**src/rtl/acf_pkg.sv**
```systemverilog
`default_nettype none
package acf_pkg;

  // fixed-point layout
  localparam int CORDIC_STEPS    = 16;
  localparam int ANGLE_FRAC_BITS = 7;
  localparam int STATE_FRAC      = 16;
  localparam int PRESCALE        = 14;

  localparam int STEP_W   = $clog2(CORDIC_STEPS);
  localparam int CNT_W    = $clog2(CORDIC_STEPS);

  localparam int CW    = 33;  // cordic x/y
  localparam int ZW    = 26;  // angle accumulators, degrees q.16
  localparam int EW    = 25;  // stored estimates
  localparam int MAGW  = 31;
  localparam int RMAGW = 30;
  localparam int PW    = 32;  // |rate| * dt
  localparam int NW    = 49;  // dividend
  localparam int QW    = 22;  // gyro quotient
  localparam int RPW   = PW + QW;  // reciprocal product
  localparam int RW    = 29;  // remainder after the estimate
  localparam int GW    = 43;  // alpha * g
  localparam int AW    = 44;  // (1 - alpha) * acc
  localparam int SW    = 45;  // blend sum

  localparam logic signed [ZW-1:0] DEG180    = ZW'(180 * 65536);
  localparam logic [RMAGW-1:0]     INV_GAIN  = RMAGW'(652032875);
  localparam logic [NW-1:0]        DIV_RND   = NW'(65500000);
  // floor(2^48 / 131000000), estimate is low by at most two
  localparam logic [QW-1:0]        DIV_RECIP = QW'(2148663);
  localparam logic [NW-1:0]        DIV_DEN   = NW'(131000000);
  localparam logic [RW-1:0]        DIV_DEN1  = RW'(131000000);
  localparam logic [RW-1:0]        DIV_DEN2  = RW'(262000000);
  localparam int                   ANG_LIM   =
    ((180 << ANGLE_FRAC_BITS) > 32767) ? 32767 : (180 << ANGLE_FRAC_BITS);

  typedef enum logic [1:0] {
    CFG_ALPHA  = 2'd0,
    CFG_BIAS_X = 2'd1,
    CFG_BIAS_Y = 2'd2,
    CFG_FLOOR  = 2'd3
  } cfg_idx_t;

  typedef enum logic [3:0] {
    S_IDLE, S_CORD1, S_GAIN, S_LOAD2, S_CORD2, S_GYRO, S_DINIT, S_DIV, S_DFIX,
    S_BLEND_G, S_BLEND_A, S_UPDATE, S_EMIT
  } state_t;

  typedef struct packed {
    logic              in_load;
    logic              cord_step;
    logic [STEP_W-1:0] step;
    logic              gain;
    logic              load2;
    logic              gyro;
    logic              div_init;
    logic              div_step;
    logic              div_fix;
    logic              blend_g;
    logic              blend_a;
    logic              update;
    logic              emit;
  } cmd_t;

  typedef struct packed {
    logic thr_ok;
    logic out_free;
  } sts_t;

  // atan(2^-i) in degrees q.16
  function automatic logic signed [ZW-1:0] atan_entry(input logic [4:0] i);
    logic signed [ZW-1:0] v;
    unique case (i)
      5'd0:  v = ZW'(2949120);
      5'd1:  v = ZW'(1740967);
      5'd2:  v = ZW'(919879);
      5'd3:  v = ZW'(466945);
      5'd4:  v = ZW'(234379);
      5'd5:  v = ZW'(117304);
      5'd6:  v = ZW'(58666);
      5'd7:  v = ZW'(29335);
      5'd8:  v = ZW'(14668);
      5'd9:  v = ZW'(7334);
      5'd10: v = ZW'(3667);
      5'd11: v = ZW'(1833);
      5'd12: v = ZW'(917);
      5'd13: v = ZW'(458);
      5'd14: v = ZW'(229);
      5'd15: v = ZW'(115);
      5'd16: v = ZW'(57);
      5'd17: v = ZW'(29);
      5'd18: v = ZW'(14);
      5'd19: v = ZW'(7);
      5'd20: v = ZW'(4);
      5'd21: v = ZW'(2);
      5'd22: v = ZW'(1);
      default: v = '0;
    endcase
    return v;
  endfunction

endpackage
`default_nettype wire

```
**src/rtl/acf_ctrl.sv**
```systemverilog
`default_nettype none
module acf_ctrl (
  input  wire logic          clk,
  input  wire logic          rst_n,
  input  wire logic          in_valid,
  output logic               in_ready,
  input  acf_pkg::sts_t      sts,
  output acf_pkg::cmd_t      cmd
);

  acf_pkg::state_t state_r, state_nxt;
  logic [acf_pkg::CNT_W-1:0] cnt_r, cnt_nxt;

  localparam logic [acf_pkg::CNT_W-1:0] CORD_LAST = acf_pkg::CNT_W'(acf_pkg::CORDIC_STEPS - 1);

  always_ff @(posedge clk) begin
    if (!rst_n) begin
      state_r <= acf_pkg::S_IDLE;
      cnt_r   <= '0;
    end else begin
      state_r <= state_nxt;
      cnt_r   <= cnt_nxt;
    end
  end

  always_comb begin
    state_nxt = state_r;
    cnt_nxt   = cnt_r;
    unique case (state_r)
      acf_pkg::S_IDLE: begin
        cnt_nxt = '0;
        if (in_valid) begin
          state_nxt = sts.thr_ok ? acf_pkg::S_CORD1 : acf_pkg::S_EMIT;
        end
      end
      acf_pkg::S_CORD1: begin
        if (cnt_r == CORD_LAST) begin
          cnt_nxt   = '0;
          state_nxt = acf_pkg::S_GAIN;
        end else begin
          cnt_nxt = cnt_r + 1'b1;
        end
      end
      acf_pkg::S_GAIN:  state_nxt = acf_pkg::S_LOAD2;
      acf_pkg::S_LOAD2: state_nxt = acf_pkg::S_CORD2;
      acf_pkg::S_CORD2: begin
        if (cnt_r == CORD_LAST) begin
          cnt_nxt   = '0;
          state_nxt = acf_pkg::S_GYRO;
        end else begin
          cnt_nxt = cnt_r + 1'b1;
        end
      end
      acf_pkg::S_GYRO:    state_nxt = acf_pkg::S_DINIT;
      acf_pkg::S_DINIT:   state_nxt = acf_pkg::S_DIV;
      acf_pkg::S_DIV:     state_nxt = acf_pkg::S_DFIX;
      acf_pkg::S_DFIX:    state_nxt = acf_pkg::S_BLEND_G;
      acf_pkg::S_BLEND_G: state_nxt = acf_pkg::S_BLEND_A;
      acf_pkg::S_BLEND_A: state_nxt = acf_pkg::S_UPDATE;
      acf_pkg::S_UPDATE:  state_nxt = acf_pkg::S_EMIT;
      acf_pkg::S_EMIT: begin
        if (sts.out_free) begin
          state_nxt = acf_pkg::S_IDLE;
        end
      end
      default: state_nxt = acf_pkg::S_IDLE;
    endcase
  end

  always_comb begin
    cmd      = '0;
    cmd.step = cnt_r[acf_pkg::STEP_W-1:0];
    in_ready = 1'b0;
    unique case (state_r)
      acf_pkg::S_IDLE: begin
        in_ready    = 1'b1;
        cmd.in_load = in_valid;
      end
      acf_pkg::S_CORD1,
      acf_pkg::S_CORD2:   cmd.cord_step = 1'b1;
      acf_pkg::S_GAIN:    cmd.gain      = 1'b1;
      acf_pkg::S_LOAD2:   cmd.load2     = 1'b1;
      acf_pkg::S_GYRO:    cmd.gyro      = 1'b1;
      acf_pkg::S_DINIT:   cmd.div_init  = 1'b1;
      acf_pkg::S_DIV:     cmd.div_step  = 1'b1;
      acf_pkg::S_DFIX:    cmd.div_fix   = 1'b1;
      acf_pkg::S_BLEND_G: cmd.blend_g   = 1'b1;
      acf_pkg::S_BLEND_A: cmd.blend_a   = 1'b1;
      acf_pkg::S_UPDATE:  cmd.update    = 1'b1;
      acf_pkg::S_EMIT:    cmd.emit      = sts.out_free;
      default: ;
    endcase
  end

endmodule
`default_nettype wire

```
**config.mk**
```make
export PLATFORM = sky130hd
export DESIGN_NAME = acf_ctrl
export DESIGN_NICKNAME = d
export VERILOG_FILES = /design/src/rtl/acf_pkg.sv /design/src/rtl/acf_ctrl.sv
export SDC_FILE = /design/constraint.sdc
export NUM_CORES = 1
export LEC_CHECK = 0
export BUFFER_PORTS_ARGS = -buffer_cell sky130_fd_sc_hd__buf_4
export CAP_MARGIN = 20
export CORE_AREA = 2 2 39 41
export CTS_CLUSTER_DIAMETER = 60
export DETAILED_ROUTE_END_ITERATION = 16
export DIE_AREA = 0 0 41 43
export PLACE_DENSITY_LB_ADDON = 0.05
export SLEW_MARGIN = 30
export SYNTH_ARGS = -nofsm -noshare
export SYNTH_HDL_FRONTEND = slang
export SYNTH_SLANG_ARGS = --single-unit
```
**constraint.sdc**
```tcl
create_clock -name clk -period 2.05 [get_ports clk]
set_clock_uncertainty 0.15 [all_clocks]
set_input_delay 0.1025 -clock clk [delete_from_list [all_inputs] [get_ports clk]]
set_output_delay 0.1025 -clock clk [all_outputs]
set_load 0.01 [all_outputs]
```
==> out/qor.yml, run 1 <==
cells_and_area:
  design_area_um2: 788.3
  syn_to_final_growth_pct: 36.07
  drive_above_1_share_pct: 32.00
  num-fill-cells: 149
  stdcell_count: 116
  fin_nets: 108
  n_antenna_cell: 0
clock_network:
  post-cts-setup-buffer-count: 0
  cts_tree: "yes"
  clock_path_buffers: 2
  numClockSinks: 8
  htreeDepth: 1
  clk_pin_slew_ns: 0.05
  cts-root-buf: "clkbuf_4"
  cts_resized: 0
  cts-buffers-inserted: 3
  insertion_delay_ns: 0.25
setup_path:
  cp.required_ns: 2.04
  endpoint_kind: "flip-flop"
  rrSetupSlack_ns: 0.29
  startpoint_type: "flip-flop"
  crit_chain: "ha_1 -> and3_1 -> a211oi_4 -> nor3_1 -> a32o_1"
  max_stage_delay_ns: 0.35
  crit_type: "flip-flop to flip-flop"
  arrival_ns: 1.75
  crit_path_max_fanout: 7
  r2r_cells: 5
  worstReg2RegEnd: "state_r[2]"
  crit_slowest_cell: "dfxtp_1"
  r2r_start: "cnt_r[0]"
route:
  drtAntennaViolNets: 0
  viasPerCell: 5.448
  drtIter0Drc: 11
  dr.pass1.iters: 4
  vias: 632
  drc: 0
  wl_mm: 1.484
  drt-wirelength-per-cell_um: 12.79
place:
  dp_cells: 112
  io_buffers: 21
  hpwl_mm: 1.122
  postPlaceCellArea_um2: 755.7
  place_congestion: 0.8354
timing:
  rsz0062_at_grt: "false"
  relSlewSlack_pct: 74.04
  fmax_mhz: 568.4
  whs_ns: 0.07642
  final-setup-viol-count: 0
  min_period_ns: 1.759
  worst_pin_slew_ns: 0.3861
  setup_tns_ns: 0
  drv_slew: 0
  hold_viol_final: 0
  period_share_pct: 85.81
yosys:
  async_flop_share_pct: 0
  synth-edff-count: 0
  synth_commonest_cells: "11 x nor2_1, 9 x nor3_1, 8 x dfxtp_1"
  netlist_area_um2: 579.3
  synth_cell_types: 32
  synth.top_cell.area_share_pct: 27.65
  yosys-top-cells-area: "dfxtp_1 28%, nor3_1 7.8%, nor2_1 7.1%, nand2_1 4.5%, nand2b_1 4.3%"
  netlist_instances: 75
  yosysWarnings: 0
  avgSynthCellArea_um2: 7.724
  synthFlopType: "dfxtp_1"
  syn_nets: 81
  ys_seq_elements: 8
  post-synth-top-count-cell: "nor2_1"
  yosysSeqAreaShare_pct: 27.65
  yosysTopAreaCell: "dfxtp_1"
global_routing:
  grt_pass1_vias: 531
  grt_usage_pct: 19.70
  grt_pass1_wl_mm: 2.352
  grt-ovfl-total: 0
  grt_antenna_before_repair: 0
  grt_max_degree: 13
run_status:
  status: "finished clean"
power:
  power_leakage_nw: 0.3628
  comb_power_share_pct: 65.2
  switching_share_pct: 44.83
  power_density_nw_per_um2: 1263
  p_switching_w: 0.0004463
  power_frac_seq_pct: 23.2
  power.internal_w: 0.0005491
  pwr-share-clk_pct: 11.7
  vdd_drop_max_mv: 0.7300
floorplanning:
  rows: 14
  coreArea_um2: 1384
  initial_core_util_pct: 41.86
  die_w_um: 41
  die_area_um2: 1763
  io_pins: 22
  die_h_um: 43
hold_path:
  hold_path_class: "input pin to flip-flop"
  worst_hold_path.endpoint: "state_r[3]"
  hold_depth: 3
  min_from: "sts[0]"
run:
  maxCapViolCount: 0
-- per-stage QoR --
step | worst slack (ns) | power (W) | util, %
after floorplan | 0.3999 | 0.0006975 | -
after detailed placement | 0.2911 | 0.0008784 | 54.61
after CTS | 0.2928 | 0.001001 | 56.96
after global routing | 0.2140 | 0.001082 | 56.96
final | 0.2908 | 0.0009954 | 56.96
after global placement | 0.3427 | 0.0008749 | 54.61
-- layer usage --
| metal | vias to the layer above | part of all wire, % | global-route usage (%) |
|---|---|---|---|
| met2 | 32 | 42 | 25.62 |
| met1 | 272 | 48 | 28.85 |
| met3 | 2 | 9.3 | 5.236 |
| met4 | 0 | 1.3 | 10.00 |
| li1 | 326 | - | - |
| met5 | - | 0 | 0 |
-- worst max path at each step --
stage	start	endpoint	slack, ns
2_1_floorplan	cnt_r[0]	state_r[2]	0.40
5_1_grt	cnt_r[0]	state_r[2]	0.21
3_5_place_dp	cnt_r[0]	state_r[2]	0.29
6_report	cnt_r[0]	state_r[2]	0.29
4_1_cts	cnt_r[0]	state_r[2]	0.29
3_3_place_gp	cnt_r[0]	state_r[2]	0.34
-- critical path: cells and delay by family (launching register included) --
| family | cells | cell delay, ns |
|---|---|---|
| flops | 1 | 0.35 |
| simple gates | 2 | 0.34 |
| compound gates | 2 | 0.57 |
| fa+ha+maj | 1 | 0.24 |
-- logic make-up after synthesis --
logic type,synth area share [%]
simple gates,36.50
compound gates,22.46
flops,27.65
buf+inv,7.991
xor+xnor,1.512
mux,1.728
fa+ha+maj,2.159
-- power groups by stage --
| stage | sequential, W | clock [W] | combinational [W] |
|---|---|---|---|
| floorplan | 0.000233 | 0 | 0.000464 |
| global placement | 0.000231 | 0 | 0.000644 |
| detailed placement | 0.000233 | 0 | 0.000645 |
| CTS | 0.000230 | 0.000122 | 0.000649 |
| global route | 0.000237 | 0.000132 | 0.000713 |
| finish | 0.000230 | 0.000116 | 0.000649 |
-- sequential cells by signal, indices dropped and copies added (netlist names) --
name and cells:
cnt_r 4, state_r 4
-- placed cells by master, fill, tap and decap left out, drive strengths merged, types with 2 or more instances in the layout --
master,count
a21oi,3
a32o,2
and3,3
buf,26
clkbuf,3
dfxtp,8
inv,2
nand2,7
nand2b,4
nand3,2
nor2,11
nor2b,2
nor3,9
nor4,2
-- cell type report --
| type | instances | area (um^2) | area share, % |
|---|---|---|---|
| well taps | 16 | 20.02 | 2.540 |
| inverters | 2 | 7.507 | 0.9524 |
| flip-flops and latches | 8 | 160.2 | 20.32 |
| multi-input cells | 60 | 372.9 | 47.30 |
| repair buffers | 27 | 205.2 | 26.03 |
| clock buffers | 3 | 22.52 | 2.857 |
-- timing repair --
item                                    in CTS  in global routing
hold buffers                                 1                  0
hold endpoints to repair                     3                  0
endpoints found under the setup margin       0                  0
Note: power is estimated with default switching activity, not from simulation.
==> run 2, diff against run 1 <==
--- a/config.mk
+++ b/config.mk
@@ -12,6 +12,7 @@
 export DETAILED_ROUTE_END_ITERATION = 16
 export DIE_AREA = 0 0 41 43
 export PLACE_DENSITY_LB_ADDON = 0.05
+export RECOVER_POWER = 25
 export SLEW_MARGIN = 30
 export SYNTH_ARGS = -nofsm -noshare
 export SYNTH_HDL_FRONTEND = slang
==> run 2 against run 1 <==
Effect of this change: non-clock buffer count did not move; worst hold slack got worse by 0.00080 ns; sequential share of layout area rose by 0.60 points; clock power about the same; worst setup slack got worse by 0.010 ns; count of clock-buffer cells in the layout did not move; cell count did not move; register-to-register slack about the same; critical path type is now flip-flop to output pin; largest cell class unchanged.
==> out/qor.yml, run 2 (synthesized netlist as in run 1, its figures left out) <==
timing:
  fmax_mhz: 565.1  # was 568.4 MHz
  period_share_pct: 86.32  # was 85.81%
  final-setup-viol-count: 0  # unchanged
  rsz0062_at_grt: "false"  # unchanged
  hold_viol_final: 0  # unchanged
  whs_ns: 0.07562  # was 0.07642 ns
  relSlewSlack_pct: 74.03  # was 74.04%
  drv_slew: 0  # unchanged
  min_period_ns: 1.770  # was 1.759 ns
  worst_pin_slew_ns: 0.3863  # was 0.3861 ns
  setup_tns_ns: 0  # unchanged
power:
  comb_power_share_pct: 64.5  # was 65.2%
  switching_share_pct: 45.74  # was 44.83%
  power_frac_seq_pct: 23.6  # was 23.2%
  p_switching_w: 0.0004462  # was 0.0004463 W
  power_density_nw_per_um2: 1274  # was 1263 nW/um^2
  power_leakage_nw: 0.3376  # was 0.3628 nW
  pwr-share-clk_pct: 11.9  # was 11.7%
  vdd_drop_max_mv: 0.7642  # was 0.7300 mV
  power.internal_w: 0.0005293  # was 0.0005491 W
cells_and_area:
  fin_nets: 108  # unchanged
  syn_to_final_growth_pct: 32.18  # was 36.07%
  num-fill-cells: 153  # was 149
  drive_above_1_share_pct: 26.00  # was 32.00%
  reg_top3: "cnt_r: 4 flops, state_r: 4 flops"  # unchanged
  final_cell_mix: "20 x buf_4, 11 x nor2_1, 9 x nor3_1"  # was 26 x buf_4, 11 x nor2_1, 9 x nor3_1
  seq_area_um2: 160.2  # unchanged
  n_antenna_cell: 0  # unchanged
  layout_commonest_cell: "buf_4"  # unchanged
  multi_input_area_um2: 372.9  # unchanged
clock_network:
  insertion_delay_ns: 0.25  # about the same
  cts-buffers-inserted: 3  # unchanged
  numClockSinks: 8  # unchanged
  cts_tree: "yes"  # unchanged
  clock_path_buffers: 2  # unchanged
  clk_pin_slew_ns: 0.05  # about the same
  htreeDepth: 1  # unchanged
  cts-root-buf: "clkbuf_4"  # unchanged
setup_path:
  crit_path_max_fanout: 10  # was 7
  endpoint_kind: "output pin"  # was flip-flop
  startpoint_type: "flip-flop"  # unchanged
  crit_type: "flip-flop to output pin"  # was flip-flop to flip-flop
  cp.required_ns: 1.80  # was 2.04 ns
  arrival_ns: 1.52  # was 1.75 ns
floorplanning:
  die_h_um: 43  # unchanged
  io_pins: 22  # unchanged
  die_area_um2: 1763  # unchanged
  coreArea_um2: 1384  # unchanged
  rows: 14  # unchanged
  die_w_um: 41  # unchanged
  initial_core_util_pct: 41.86  # unchanged
route:
  drtAntennaViolNets: 0  # unchanged
  viasPerCell: 5.534  # was 5.448
  drt-wirelength-per-cell_um: 12.79  # unchanged
  vias: 642  # was 632
  dr.pass1.iters: 4  # unchanged
  drc: 0  # unchanged
  drtIter0Drc: 11  # unchanged
  wl_mm: 1.484  # unchanged
global_routing:
  grt_pass1_vias: 531  # unchanged
  grt_usage_pct: 19.70  # unchanged
  grt_antenna_before_repair: 0  # unchanged
  grt_max_degree: 13  # unchanged
  grt-ovfl-total: 0  # unchanged
  grt_pass1_wl_mm: 2.352  # unchanged
run:
  maxCapViolCount: 0  # unchanged
place:
  hpwl_mm: 1.122  # unchanged
  io_buffers: 21  # unchanged
  place_congestion: 0.8354  # unchanged
hold_path:
  hold_path_class: "input pin to flip-flop"  # unchanged
run_status:
  status: "finished clean"  # unchanged
run 2: timing repair:
item                                    CTS  global route
endpoints found under the setup margin    0             0
hold endpoints to repair                  3             0
resized for setup                         0             0
hold buffers                              1             0
setup buffers                             0             0
run 2: layout make-up:
type | instances | share of cell area (%)
repair buffers | 27 | 23.86
well taps | 16 | 2.614
clock buffers | 3 | 2.941
flip-flops and latches | 8 | 20.92
multi-input cells | 60 | 48.69
inverters | 2 | 0.9804
run 2: routing by layer:
layer,part of all wire [%],GRT usage [%],vias to the layer above,wire length (um)
met5,0,0,-,0
met4,1.3,10.00,0,19
met3,9.8,5.236,2,145
met2,41,25.62,36,615
met1,47,28.85,278,704
li1,-,-,326,-
run 2: final timing paths:
check | cells past startpoint | startpoint | slack [ns] | to
setup / recovery | 4 | state_r[0] | 0.28 | cmd[5]
setup reg to reg | 5 | cnt_r[0] | 0.29 | state_r[2]
hold reg to reg | 2 | cnt_r[3] | 0.36 | cnt_r[3]
hold / removal | 3 | sts[0] | 0.08 | state_r[3]
run 2: worst max-delay path, stage by stage (launching register included):
cell	delay [ns]
dfxtp_1	0.44
clkbuf_1	0.36
nand2_1	0.21
nor2_1	0.13
buf_4	0.13
run 2: stage by stage:
step	utilization (%)	std cells	area (um^2)	setup slack (ns)	total power (W)
2_1_floorplan	-	75	579.3	0.3999	0.0006975
3_3_place_gp	54.61	112	755.7	0.3427	0.0008749
3_5_place_dp	54.61	112	755.7	0.2911	0.0008784
4_1_cts	56.96	116	788.3	0.2928	0.001001
5_1_grt	55.33	116	765.7	0.1503	0.001062
6_report	55.33	116	765.7	0.2805	0.0009755
run 2: power groups by stage:
| stage | clock (W) | combinational [W] | sequential (W) |
|---|---|---|---|
| after CTS | 0.000122 | 0.000649 | 0.000230 |
| after floorplan | 0 | 0.000464 | 0.000233 |
| after global placement | 0 | 0.000644 | 0.000231 |
| after detailed placement | 0 | 0.000645 | 0.000233 |
| after global routing | 0.000132 | 0.000693 | 0.000236 |
| final | 0.000116 | 0.000629 | 0.000230 |
